## src/sv/tabms_pkg.sv

```systemverilog
// Shared types and constants for the two-arm bandit mode selector.
// Holds the word structs, the controller states and the command/status bundles.
// No dependencies.
`default_nettype none

package tabms_pkg;

  // field widths
  localparam int unsigned TICK_W  = 64;
  localparam int unsigned CONF_W  = 32;
  localparam int unsigned MODE_W  = 2;
  localparam int unsigned CFG_W   = 2;
  localparam int unsigned TALLY_W = 32;

  localparam int unsigned FRAC_BITS_DEF = 16;

  // conflict scaling: conflicts * 10000 fits in CONF_W + MUL_W bits
  localparam int unsigned MUL_W     = 14;
  localparam int unsigned MUL10K    = 10000;
  localparam int unsigned NUM_INT_W = CONF_W + MUL_W;

  // score averaging and repeat decay
  localparam int unsigned COEF_W      = 16;
  localparam int unsigned COEF_KEEP   = 55706;
  localparam int unsigned COEF_NEW    = 9830;
  localparam int unsigned COEF_SHIFT  = 16;
  localparam int unsigned DECAY_W     = 16;
  localparam int unsigned DECAY_ONE   = 32768;
  localparam int unsigned DECAY_STEP  = 31130;
  localparam int unsigned DECAY_SHIFT = 15;
  localparam int unsigned DPROD_W     = 31;

  // shared multiply-accumulate unit
  localparam int unsigned TERM_W = 68;
  localparam int unsigned OPH_W  = 34;
  localparam int unsigned OP_W   = OPH_W + 1;
  localparam int unsigned PROD_W = OP_W + COEF_W + 1;
  localparam int unsigned ACC_W  = 88;

  // last sequencer count of each multiply pass
  localparam int unsigned MAC_LAST = 4;
  localparam int unsigned DEC_LAST = 2;

  localparam logic [CFG_W-1:0] MODES_RESET = CFG_W'(2);

  typedef struct packed {
    logic [TICK_W-1:0] tick_count;
    logic [CONF_W-1:0] conflict_count;
    logic [MODE_W-1:0] ran_mode;
  } in_word_t;

  typedef struct packed {
    logic               chosen_mode;
    logic [TICK_W-1:0]  reward_value;
    logic [TALLY_W-1:0] chosen_total;
  } out_word_t;

  typedef enum logic [2:0] {
    MAC_SCORE_LO,
    MAC_SCORE_HI,
    MAC_TERM_LO,
    MAC_TERM_HI,
    MAC_DEC_LO,
    MAC_DEC_HI
  } mac_op_e;

  typedef enum logic [3:0] {
    ST_IDLE,
    ST_PREP,
    ST_DIV,
    ST_REWARD,
    ST_TERM,
    ST_MAC,
    ST_SCORE,
    ST_DECAY,
    ST_PICK
  } ctrl_state_e;

  typedef struct packed {
    logic    capture;
    logic    div_load;
    logic    div_step;
    logic    reward_ld;
    logic    term_ld;
    logic    acc_clr;
    logic    mul_en;
    mac_op_e mac_op;
    logic    acc_add;
    logic    score_wr;
    logic    out_load;
  } dp_cmd_t;

  typedef struct packed {
    logic out_free;
  } dp_stat_t;

endpackage

`default_nettype wire

```

## src/sv/tabms_dp.sv

```systemverilog
// Datapath of the bandit mode selector: divider, shared multiply-accumulate,
// per-mode state and the output register. Depends on tabms_pkg.
`default_nettype none

module tabms_dp #(
  parameter int unsigned FRAC_BITS = tabms_pkg::FRAC_BITS_DEF
) (
  input  logic                           clk_i,
  input  logic                           rst_ni,
  input  tabms_pkg::in_word_t            in_data_i,
  input  logic                           cfg_we_i,
  input  logic [tabms_pkg::CFG_W-1:0]    cfg_data_i,
  input  tabms_pkg::dp_cmd_t             cmd_i,
  output tabms_pkg::dp_stat_t            stat_o,
  input  logic                           out_ready_i,
  output logic                           out_valid_o,
  output tabms_pkg::out_word_t           out_data_o
);
  import tabms_pkg::*;

  localparam int unsigned NUM_W = NUM_INT_W + FRAC_BITS;
  localparam int unsigned QX_W  = (NUM_W > TICK_W) ? NUM_W : TICK_W + 1;

  function automatic logic [TICK_W-1:0] sat64(input logic signed [ACC_W-1:0] v);
    logic [ACC_W-TICK_W:0] top;
    top = v[ACC_W-1:TICK_W-1];
    if ((&top) || !(|top)) begin
      sat64 = v[TICK_W-1:0];
    end else if (v[ACC_W-1]) begin
      sat64 = {1'b1, {(TICK_W-1){1'b0}}};
    end else begin
      sat64 = {1'b0, {(TICK_W-1){1'b1}}};
    end
  endfunction

  // architectural state
  logic [CFG_W-1:0]         modes_q;
  logic [TICK_W-1:0]        prev_ticks_q;
  logic [TICK_W-1:0]        prev_reward_q [2];
  logic signed [TICK_W-1:0] score_q [2];
  logic [DECAY_W-1:0]       decay_q;
  logic [TALLY_W-1:0]       tally_q [2];
  logic                     out_valid_q;
  out_word_t                out_q;

  // work registers
  logic [TICK_W-1:0]        tick_q;
  logic [CONF_W-1:0]        conf_q;
  logic                     mode_q;
  logic [TICK_W:0]          d_q;
  logic [NUM_W-1:0]         dvd_q;
  logic [TICK_W:0]          rem_q;
  logic [NUM_W-1:0]         quo_q;
  logic [TICK_W-1:0]        reward_q;
  logic [TERM_W-1:0]        term_q;
  logic signed [PROD_W-1:0] prod_q;
  logic                     prod_hi_q;
  logic signed [ACC_W-1:0]  acc_q;

  logic [TICK_W-1:0]        elapsed;
  logic [NUM_INT_W-1:0]     num;
  logic [TICK_W+1:0]        r2;
  logic [TICK_W+1:0]        r2_sub;
  logic                     ge;
  logic [QX_W-1:0]          quo_x;
  logic [TERM_W-1:0]        r3;
  logic [TERM_W-1:0]        p3;
  logic signed [TICK_W-1:0] score_sel;
  logic [TERM_W-1:0]        op_full;
  logic                     op_hi;
  logic [OP_W-1:0]          op_x;
  logic [COEF_W-1:0]        coef;
  logic signed [PROD_W-1:0] prod_d;
  logic [ACC_W-1:0]         prod_ext;
  logic signed [TICK_W-1:0] sel_val;
  logic signed [TICK_W-1:0] val0;
  logic signed [TICK_W-1:0] val1;
  logic                     best;
  logic [TALLY_W-1:0]       tally_inc;
  logic [DPROD_W-1:0]       decay_prod;
  logic [DECAY_W-1:0]       decay_d;

  // elapsed ticks and scaled conflicts
  assign elapsed = (tick_q >= prev_ticks_q) ? tick_q - prev_ticks_q : tick_q;
  assign num     = NUM_INT_W'(conf_q) * NUM_INT_W'(MUL10K);

  // one restoring step per cycle
  assign r2     = {rem_q, dvd_q[NUM_W-1]};
  assign ge     = (r2 >= {1'b0, d_q});
  assign r2_sub = r2 - {1'b0, d_q};
  assign quo_x  = QX_W'(quo_q);

  assign r3 = TERM_W'(reward_q);
  assign p3 = TERM_W'(prev_reward_q[mode_q]);

  // multiply operand: a 34-bit half of a 68-bit signed word
  assign score_sel = score_q[mode_q];

  always_comb begin
    op_hi = (cmd_i.mac_op inside {MAC_SCORE_HI, MAC_TERM_HI, MAC_DEC_HI});
    if (cmd_i.mac_op inside {MAC_TERM_LO, MAC_TERM_HI}) begin
      op_full = term_q;
    end else begin
      op_full = {{(TERM_W-TICK_W){score_sel[TICK_W-1]}}, score_sel};
    end
    if (op_hi) begin
      op_x = {op_full[TERM_W-1], op_full[TERM_W-1:OPH_W]};
    end else begin
      op_x = {1'b0, op_full[OPH_W-1:0]};
    end
    case (cmd_i.mac_op)
      MAC_SCORE_LO, MAC_SCORE_HI: coef = COEF_W'(COEF_KEEP);
      MAC_TERM_LO, MAC_TERM_HI:   coef = COEF_W'(COEF_NEW);
      default:                    coef = decay_q;
    endcase
  end

  assign prod_d   = $signed(op_x) * $signed({1'b0, coef});
  assign prod_ext = {{(ACC_W-PROD_W){prod_q[PROD_W-1]}}, prod_q};

  // selection: active mode seen through the repeat decay
  assign sel_val = sat64(acc_q >>> DECAY_SHIFT);
  assign val0    = mode_q ? score_q[0] : sel_val;
  assign val1    = mode_q ? sel_val : score_q[1];

  always_comb begin
    case (modes_q)
      CFG_W'(0): best = mode_q;
      CFG_W'(1): best = 1'b0;
      default:   best = (val1 > val0);
    endcase
  end

  assign tally_inc  = tally_q[best] + TALLY_W'(1);
  assign decay_prod = DPROD_W'(decay_q) * DPROD_W'(DECAY_STEP);
  assign decay_d    = (best == mode_q) ? decay_prod[DPROD_W-1:DECAY_SHIFT]
                                       : DECAY_W'(DECAY_ONE);

  always_ff @(posedge clk_i or negedge rst_ni) begin
    if (!rst_ni) begin
      modes_q          <= MODES_RESET;
      prev_ticks_q     <= '0;
      prev_reward_q[0] <= '0;
      prev_reward_q[1] <= '0;
      score_q[0]       <= '0;
      score_q[1]       <= '0;
      decay_q          <= DECAY_W'(DECAY_ONE);
      tally_q[0]       <= '0;
      tally_q[1]       <= '0;
      out_valid_q      <= 1'b0;
    end else begin
      if (cfg_we_i) begin
        modes_q <= cfg_data_i;
      end
      if (cmd_i.div_load) begin
        prev_ticks_q <= tick_q;
      end
      if (cmd_i.score_wr) begin
        score_q[mode_q]       <= sat64(acc_q >>> COEF_SHIFT);
        prev_reward_q[mode_q] <= reward_q;
      end
      if (cmd_i.out_load) begin
        tally_q[best] <= tally_inc;
        decay_q       <= decay_d;
        out_valid_q   <= 1'b1;
      end else if (out_ready_i) begin
        out_valid_q <= 1'b0;
      end
    end
  end

  always_ff @(posedge clk_i) begin
    if (cmd_i.capture) begin
      tick_q <= in_data_i.tick_count;
      conf_q <= in_data_i.conflict_count;
      mode_q <= (in_data_i.ran_mode == MODE_W'(1));
    end
    if (cmd_i.div_load) begin
      d_q   <= {1'b0, elapsed} + (TICK_W+1)'(1);
      dvd_q <= {num, {FRAC_BITS{1'b0}}};
      rem_q <= '0;
      quo_q <= '0;
    end else if (cmd_i.div_step) begin
      rem_q <= ge ? r2_sub[TICK_W:0] : r2[TICK_W:0];
      quo_q <= {quo_q[NUM_W-2:0], ge};
      dvd_q <= {dvd_q[NUM_W-2:0], 1'b0};
    end
    if (cmd_i.reward_ld) begin
      reward_q <= (|quo_x[QX_W-1:TICK_W]) ? '1 : quo_x[TICK_W-1:0];
    end
    if (cmd_i.term_ld) begin
      term_q <= r3 + (r3 << 1) - (p3 << 1);
    end
    if (cmd_i.mul_en) begin
      prod_q    <= prod_d;
      prod_hi_q <= op_hi;
    end
    if (cmd_i.acc_clr) begin
      acc_q <= '0;
    end else if (cmd_i.acc_add) begin
      acc_q <= acc_q + $signed(prod_hi_q ? (prod_ext << OPH_W) : prod_ext);
    end
    if (cmd_i.out_load) begin
      out_q.chosen_mode  <= best;
      out_q.reward_value <= reward_q;
      out_q.chosen_total <= tally_inc;
    end
  end

  assign stat_o.out_free = !out_valid_q || out_ready_i;
  assign out_valid_o     = out_valid_q;
  assign out_data_o      = out_q;

`ifndef SYNTH
  a_decay_bounded: assert property (@(posedge clk_i) disable iff (!rst_ni)
    decay_q <= DECAY_W'(DECAY_ONE))
    else $error("repeat decay above one");

  a_load_sets_valid: assert property (@(posedge clk_i) disable iff (!rst_ni)
    cmd_i.out_load |=> out_valid_q)
    else $error("output load did not raise valid");

  a_divisor_nonzero: assert property (@(posedge clk_i) disable iff (!rst_ni)
    cmd_i.div_load |=> (d_q != '0))
    else $error("divisor loaded as zero");
`endif

endmodule

`default_nettype wire

```

## src/sv/tabms_ctrl.sv

```systemverilog
// Sequencer of the bandit mode selector: steps the datapath through division,
// score update, decay scaling and selection. Depends on tabms_pkg.
`default_nettype none

module tabms_ctrl #(
  parameter int unsigned FRAC_BITS = tabms_pkg::FRAC_BITS_DEF
) (
  input  logic                clk_i,
  input  logic                rst_ni,
  input  logic                in_valid_i,
  output logic                in_ready_o,
  input  tabms_pkg::dp_stat_t stat_i,
  output tabms_pkg::dp_cmd_t  cmd_o
);
  import tabms_pkg::*;

  localparam int unsigned NUM_W = NUM_INT_W + FRAC_BITS;
  localparam int unsigned CNT_W = $clog2(NUM_W);
  localparam logic [CNT_W-1:0] DIV_END = CNT_W'(NUM_W - 1);
  localparam logic [CNT_W-1:0] MAC_END = CNT_W'(MAC_LAST);
  localparam logic [CNT_W-1:0] DEC_END = CNT_W'(DEC_LAST);

  ctrl_state_e      state_q, state_d;
  logic [CNT_W-1:0] cnt_q, cnt_d;

  always_ff @(posedge clk_i or negedge rst_ni) begin
    if (!rst_ni) begin
      state_q <= ST_IDLE;
      cnt_q   <= '0;
    end else begin
      state_q <= state_d;
      cnt_q   <= cnt_d;
    end
  end

  // next state
  always_comb begin
    state_d = state_q;
    cnt_d   = '0;
    case (state_q)
      ST_IDLE: begin
        if (in_valid_i) begin
          state_d = ST_PREP;
        end
      end
      ST_PREP: state_d = ST_DIV;
      ST_DIV: begin
        if (cnt_q == DIV_END) begin
          state_d = ST_REWARD;
        end else begin
          cnt_d = cnt_q + CNT_W'(1);
        end
      end
      ST_REWARD: state_d = ST_TERM;
      ST_TERM:   state_d = ST_MAC;
      ST_MAC: begin
        if (cnt_q == MAC_END) begin
          state_d = ST_SCORE;
        end else begin
          cnt_d = cnt_q + CNT_W'(1);
        end
      end
      ST_SCORE: state_d = ST_DECAY;
      ST_DECAY: begin
        if (cnt_q == DEC_END) begin
          state_d = ST_PICK;
        end else begin
          cnt_d = cnt_q + CNT_W'(1);
        end
      end
      ST_PICK: begin
        if (stat_i.out_free) begin
          state_d = ST_IDLE;
        end
      end
      default: state_d = ST_IDLE;
    endcase
  end

  // commands
  always_comb begin
    cmd_o        = '0;
    cmd_o.mac_op = MAC_SCORE_LO;
    in_ready_o   = 1'b0;
    case (state_q)
      ST_IDLE: begin
        in_ready_o    = 1'b1;
        cmd_o.capture = in_valid_i;
      end
      ST_PREP:   cmd_o.div_load  = 1'b1;
      ST_DIV:    cmd_o.div_step  = 1'b1;
      ST_REWARD: cmd_o.reward_ld = 1'b1;
      ST_TERM: begin
        cmd_o.term_ld = 1'b1;
        cmd_o.acc_clr = 1'b1;
      end
      ST_MAC: begin
        cmd_o.mul_en  = (cnt_q != MAC_END);
        cmd_o.acc_add = (cnt_q != '0);
        case (cnt_q)
          CNT_W'(0): cmd_o.mac_op = MAC_SCORE_LO;
          CNT_W'(1): cmd_o.mac_op = MAC_SCORE_HI;
          CNT_W'(2): cmd_o.mac_op = MAC_TERM_LO;
          default:   cmd_o.mac_op = MAC_TERM_HI;
        endcase
      end
      ST_SCORE: begin
        cmd_o.score_wr = 1'b1;
        cmd_o.acc_clr  = 1'b1;
      end
      ST_DECAY: begin
        cmd_o.mul_en  = (cnt_q != DEC_END);
        cmd_o.acc_add = (cnt_q != '0);
        cmd_o.mac_op  = (cnt_q == '0) ? MAC_DEC_LO : MAC_DEC_HI;
      end
      ST_PICK: cmd_o.out_load = stat_i.out_free;
      default: cmd_o = '0;
    endcase
  end

`ifndef SYNTH
  a_div_runs_full: assert property (@(posedge clk_i) disable iff (!rst_ni)
    (state_q == ST_DIV && cnt_q != DIV_END) |=> (state_q == ST_DIV))
    else $error("divider left early");

  a_load_when_free: assert property (@(posedge clk_i) disable iff (!rst_ni)
    cmd_o.out_load |-> stat_i.out_free)
    else $error("output overwritten while occupied");

  a_accept_starts: assert property (@(posedge clk_i) disable iff (!rst_ni)
    (in_valid_i && in_ready_o) |=> (state_q == ST_PREP && !in_ready_o))
    else $error("accepted word did not start work");
`endif

endmodule

`default_nettype wire

```

## src/sv/two_arm_bandit_mode_selector.sv

```systemverilog
// Two-arm bandit mode selector, top level; uses tabms_pkg, tabms_ctrl, tabms_dp.
// The controller takes one word at a time: the next input word is accepted only after
// the result of the last is loaded into the output register. The divider is a
// bit-serial restoring divider (one quotient bit a cycle).
// Reset clears scores, rewards, tallies and tick history, sets decay to one and
// modes_in_use to two; no clearing pass, ready as soon as reset is released.
`default_nettype none

module two_arm_bandit_mode_selector #(
  parameter int unsigned FRAC_BITS = tabms_pkg::FRAC_BITS_DEF
) (
  input  logic                        clk_i,
  input  logic                        rst_ni,
  // input words
  input  logic                        in_valid_i,
  output logic                        in_ready_o,
  input  tabms_pkg::in_word_t         in_data_i,
  // result words
  output logic                        out_valid_o,
  input  logic                        out_ready_i,
  output tabms_pkg::out_word_t        out_data_o,
  // modes_in_use register
  input  logic                        cfg_we_i,
  input  logic [tabms_pkg::CFG_W-1:0] cfg_data_i
);
  import tabms_pkg::*;

  // The controller walks one word at a time through:
  //   capture -> load divider (elapsed ticks, conflicts * 10000)
  //   -> NUM_INT_W + FRAC_BITS restoring steps -> saturate reward
  //   -> trend term -> score average on the shared 35x17 multiplier (4 passes)
  //   -> write score -> decay scaling of the active mode (2 passes)
  //   -> pick and load the output register.
  // The output register frees the input side: a new word is taken while the
  // previous result still waits; the pick step holds only if that register
  // is still occupied when the next result is ready.

  dp_cmd_t  cmd;
  dp_stat_t stat;

  tabms_ctrl #(
    .FRAC_BITS (FRAC_BITS)
  ) u_ctrl (
    .clk_i      (clk_i),
    .rst_ni     (rst_ni),
    .in_valid_i (in_valid_i),
    .in_ready_o (in_ready_o),
    .stat_i     (stat),
    .cmd_o      (cmd)
  );

  tabms_dp #(
    .FRAC_BITS (FRAC_BITS)
  ) u_dp (
    .clk_i       (clk_i),
    .rst_ni      (rst_ni),
    .in_data_i   (in_data_i),
    .cfg_we_i    (cfg_we_i),
    .cfg_data_i  (cfg_data_i),
    .cmd_i       (cmd),
    .stat_o      (stat),
    .out_ready_i (out_ready_i),
    .out_valid_o (out_valid_o),
    .out_data_o  (out_data_o)
  );

endmodule

`default_nettype wire

```

## config.mk

```make
export PLATFORM = sky130hd
export DESIGN_NAME = two_arm_bandit_mode_selector
export DESIGN_NICKNAME = d
export VERILOG_FILES = /design/src/sv/tabms_pkg.sv /design/src/sv/tabms_dp.sv /design/src/sv/tabms_ctrl.sv /design/src/sv/two_arm_bandit_mode_selector.sv
export SDC_FILE = /design/constraint.sdc
export NUM_CORES = 2
export LEC_CHECK = 0
export BUFFER_PORTS_ARGS = -buffer_cell sky130_fd_sc_hd__buf_4
export CAP_MARGIN = 5
export CORE_UTILIZATION = 55
export CTS_BUF_LIST = sky130_fd_sc_hd__clkbuf_4 sky130_fd_sc_hd__clkbuf_8 sky130_fd_sc_hd__clkbuf_16
export CTS_CLUSTER_SIZE = 25
export DETAILED_ROUTE_END_ITERATION = 8
export PLACE_DENSITY = 0.72
export SLEW_MARGIN = 20
export SYNTH_ARGS = -nofsm -noshare
export SYNTH_HDL_FRONTEND = slang
export SYNTH_HIERARCHICAL = 1
export SYNTH_SLANG_ARGS = --single-unit
```

## constraint.sdc

```tcl
create_clock -name clk_i -period 23.7 [get_ports clk_i]
set_input_delay 7.11 -clock clk_i [delete_from_list [all_inputs] [get_ports clk_i]]
set_output_delay 7.11 -clock clk_i [all_outputs]
set_load 0.01 [all_outputs]
```

==> metrics <==
synth top area cells=fa_1 16%, edfxtp_1 15%, dfrtp_1 11%; clk_skew=0.0746 ns; Power Internal=0.00316 W; Root Buffer=clkbuf_16; Num CTS Buffers=121; worst-path fanout max=32; gr ovfl total=0; Slew Limit Headroom=26.1%; VDD IR max=0.0732 mV; DR vias/cell=5.80; fmax=86.1 MHz; Seq pwr share=49.2%; clock buffer depth=3; Lkg Pwr=49.1 nW; Slew @ Worst Pin=1.10 ns; Worst path most repeated cell=fa_1; initial antenna violation count=9; GRT Total Usage=30.1%; post-synthesis cell count=10,200; Final Net Count=11,761; post_cts resized=0; Worst R2R Setup Slack=12.09 ns; Detail Placement HPWL=202,000 um; Synth Flop Type=edfxtp_1; crit-path max cell delay=0.80 ns; worst skew pair latency=0.83 ns; I/O pins=204; count leader, synth=inv_1; Ys Warns=6; drt first pass iters=6; #FFs+latches synth=1,104; Setup CP Type=flop to flop; setup ws final=12.09 ns; Crit. End Element=flop; CP Launch Point=u_ctrl/cnt_q[0]$_DFF_PN0_; number of synthesized flops with an enable pin=480; Post-DRT Antenna Nets=0; WP data required=24.22 ns; # setup viols final=0; P_sw=0.000872 W; switching share of power=21.6%; final hold vios=0; width of the die=418 um; Final TNS setup=0 ns; Slowest-stage cell, CP=a2111oi_0; Worst Hold Class=flop to flop; Die Height=418 um; CTS clk-pin slew, worst paths=0.06 ns; Hold-fix buffers, CTS=0; layout cells sized above 1=8.29%; total number of vias=73,122; Total Wirelength=261,000 um; num rows=152; count of pins over their slew limit=0; maximum number of pins on one net before global-route repair=148; r2r startpoint=u_ctrl/cnt_q[0]$_DFF_PN0_; Post-Syn Area=95,300 um^2; average wire per standard cell=20.7 um; CTS H-tree lvls=3; first-pass GRT wire length=412,000 um; Area Growth Syn to Fin=8.51%; # fillers=14,631; Die Footprint=175,000 um^2; Setup crit start kind=flop; Async SR Flop Fraction=37.0%; worst path arrival time=12.13 ns; TritonCTS clock tree=yes; Iter 0 DRT Violations=5,419; minimum clock period=11.61 ns; crit share post-route=49.0%; Initial Util=55.5%; Unique masters post-synth=104; Finished Core Util=60.2%; max cap viols=0; Buffers on Ports=201; Yosys top cell area share=16.1%; clk sinks=1,104; outcome=completed; list of most frequent post-synthesis cells=1,383 x inv_1, 1,176 x nand2_1, 765 x fa_1; hold path start=u_dp/quo_q[61]$_SDFFE_PP0P_; Post-CTS Setup Bufs=0; vias in the first global route=73,542; DRC errors left=0; Gate power share=1.0%; Power Dens Cells=39.0 nW/um^2; Seq/Total Area, Yosys=30.4%; CORE AREA=172,000 um^2; Final GP Congestion=1.01; Clk pwr share=49.8%; Place WS=12.21 ns; syn avg cell area=9.35 um^2; RSZ-0062 raised after global routing=false; Synth area leader=fa_1
[area by class of cell]
type                            count  area [um^2]  area share, %
Antenna cell                        4         10.0        0.00968
Clock buffer                      155         3370           3.26
Clock inverter                     77          930          0.899
Inverter                         1383         5190           5.02
Multi-Input combinational cell   7269        59700           57.7
Sequential cell                  1104        29000           28.0
Tap cell                         2310         2890           2.79
Timing Repair Buffer              316         2410           2.33
[flip-flops by register name, indices dropped and copies added (netlist names), 65 cells and up]
signal,flops
u_dp/out_data_o,95
u_dp/rem_q,65
u_dp/term_q,66
u_dp/d_q,65
u_dp/acc_q,88
u_dp/prev_reward_q,124
u_dp/score_q,128
[cell usage in the layout, fill, tap and decap left out, drive strengths merged, types with 29 or more instances in the layout]
cell,Yosys,final
inv,1383,1396
nand2,1177,1177
fa,765,765
nor2,699,699
ha,696,696
o21ai,613,613
a21oi,553,553
edfxtp,480,480
dfrtp,407,407
a21o,338,338
buf,84,316
mux2i,312,312
xnor2,302,302
dfxtp,215,215
xor2,206,206
mux2,191,191
clkbuf,361,155
nand3,153,153
nor2b,147,147
nand4,115,115
nor3,89,89
a211oi,87,87
nand2b,77,77
o21a,70,70
and3,68,68
o21bai,63,63
a31oi,54,54
clkinv,0,45
nor4,38,38
mux4,29,29
[through the flow]
step	instance area [um^2]	hold WS [ns]	instances	power, W
floorplan	95300	0.408	10201	0.00203
finish	103000	0.440	12618	0.00403
global placement	99100	0.420	12382	0.00206
detailed placement	99100	0.425	12382	0.00206
CTS	103000	0.423	12614	0.00407
global route	103000	0.439	12614	0.00414
[worst paths after layout]
| kind | end | cells after the start |
|---|---|---|
| max in group asynchronous | u_dp/score_q[67]$_DFFE_PN0P_ | 5 |
| min in group asynchronous | u_dp/prev_ticks_q[39]$_DFFE_PN0P_ | 1 |
| worst min-delay path | u_dp/reward_q[61]$_DFFE_PP_ | 0 |
| worst max register to register | u_dp/prod_q[51]$_DFFE_PP_ | 36 |
| worst max-delay path | u_dp/prod_q[51]$_DFFE_PP_ | 36 |
| worst min register to register | u_dp/reward_q[61]$_DFFE_PP_ | 0 |
[logic make-up after synthesis]
logic type               Yosys count  synth area share, %
flip-flops                      1104                 30.4
buffers and inverters           1828                 7.27
other                              1              0.00393
XOR/XNOR                         508                 4.67
multiplexers                     532                 6.22
AND/OR/NAND/NOR                 2718                 12.9
AO/OA/AOI/OAI                   2048                 13.4
adder cells (fa/ha/maj)         1461                 25.2
[power by group through the flow]
stage	sequential (W)	combinational, W	clock (W)
3_5_place_dp	0.00202	0.0000408	0
4_1_cts	0.00198	0.0000409	0.00205
3_3_place_gp	0.00202	0.0000396	0
5_1_grt	0.00198	0.0000442	0.00212
6_report	0.00198	0.0000396	0.00201
2_1_floorplan	0.00202	0.00000971	0
[routing by layer]
layer | track usage [%] | share of wire [%] | up-vias
li1 | - | - | 34282
met1 | 39.1 | 41 | 35932
met2 | 49.3 | 47 | 2381
met3 | 5.17 | 6.9 | 521
met4 | 13.2 | 4.7 | 6
met5 | 0 | 0.015 | -
[critical path: cells and delay by family, from the launching register on]
kind	cells	cell delay, ns
buf+inv	8	1.67
fa+ha+maj	8	3.77
mux	1	0.57
xor+xnor	1	0.08
flops	1	0.42
compound gates	14	4.39
simple gates	4	0.40
No activity file was read; power rests on OpenSTA's default activity.
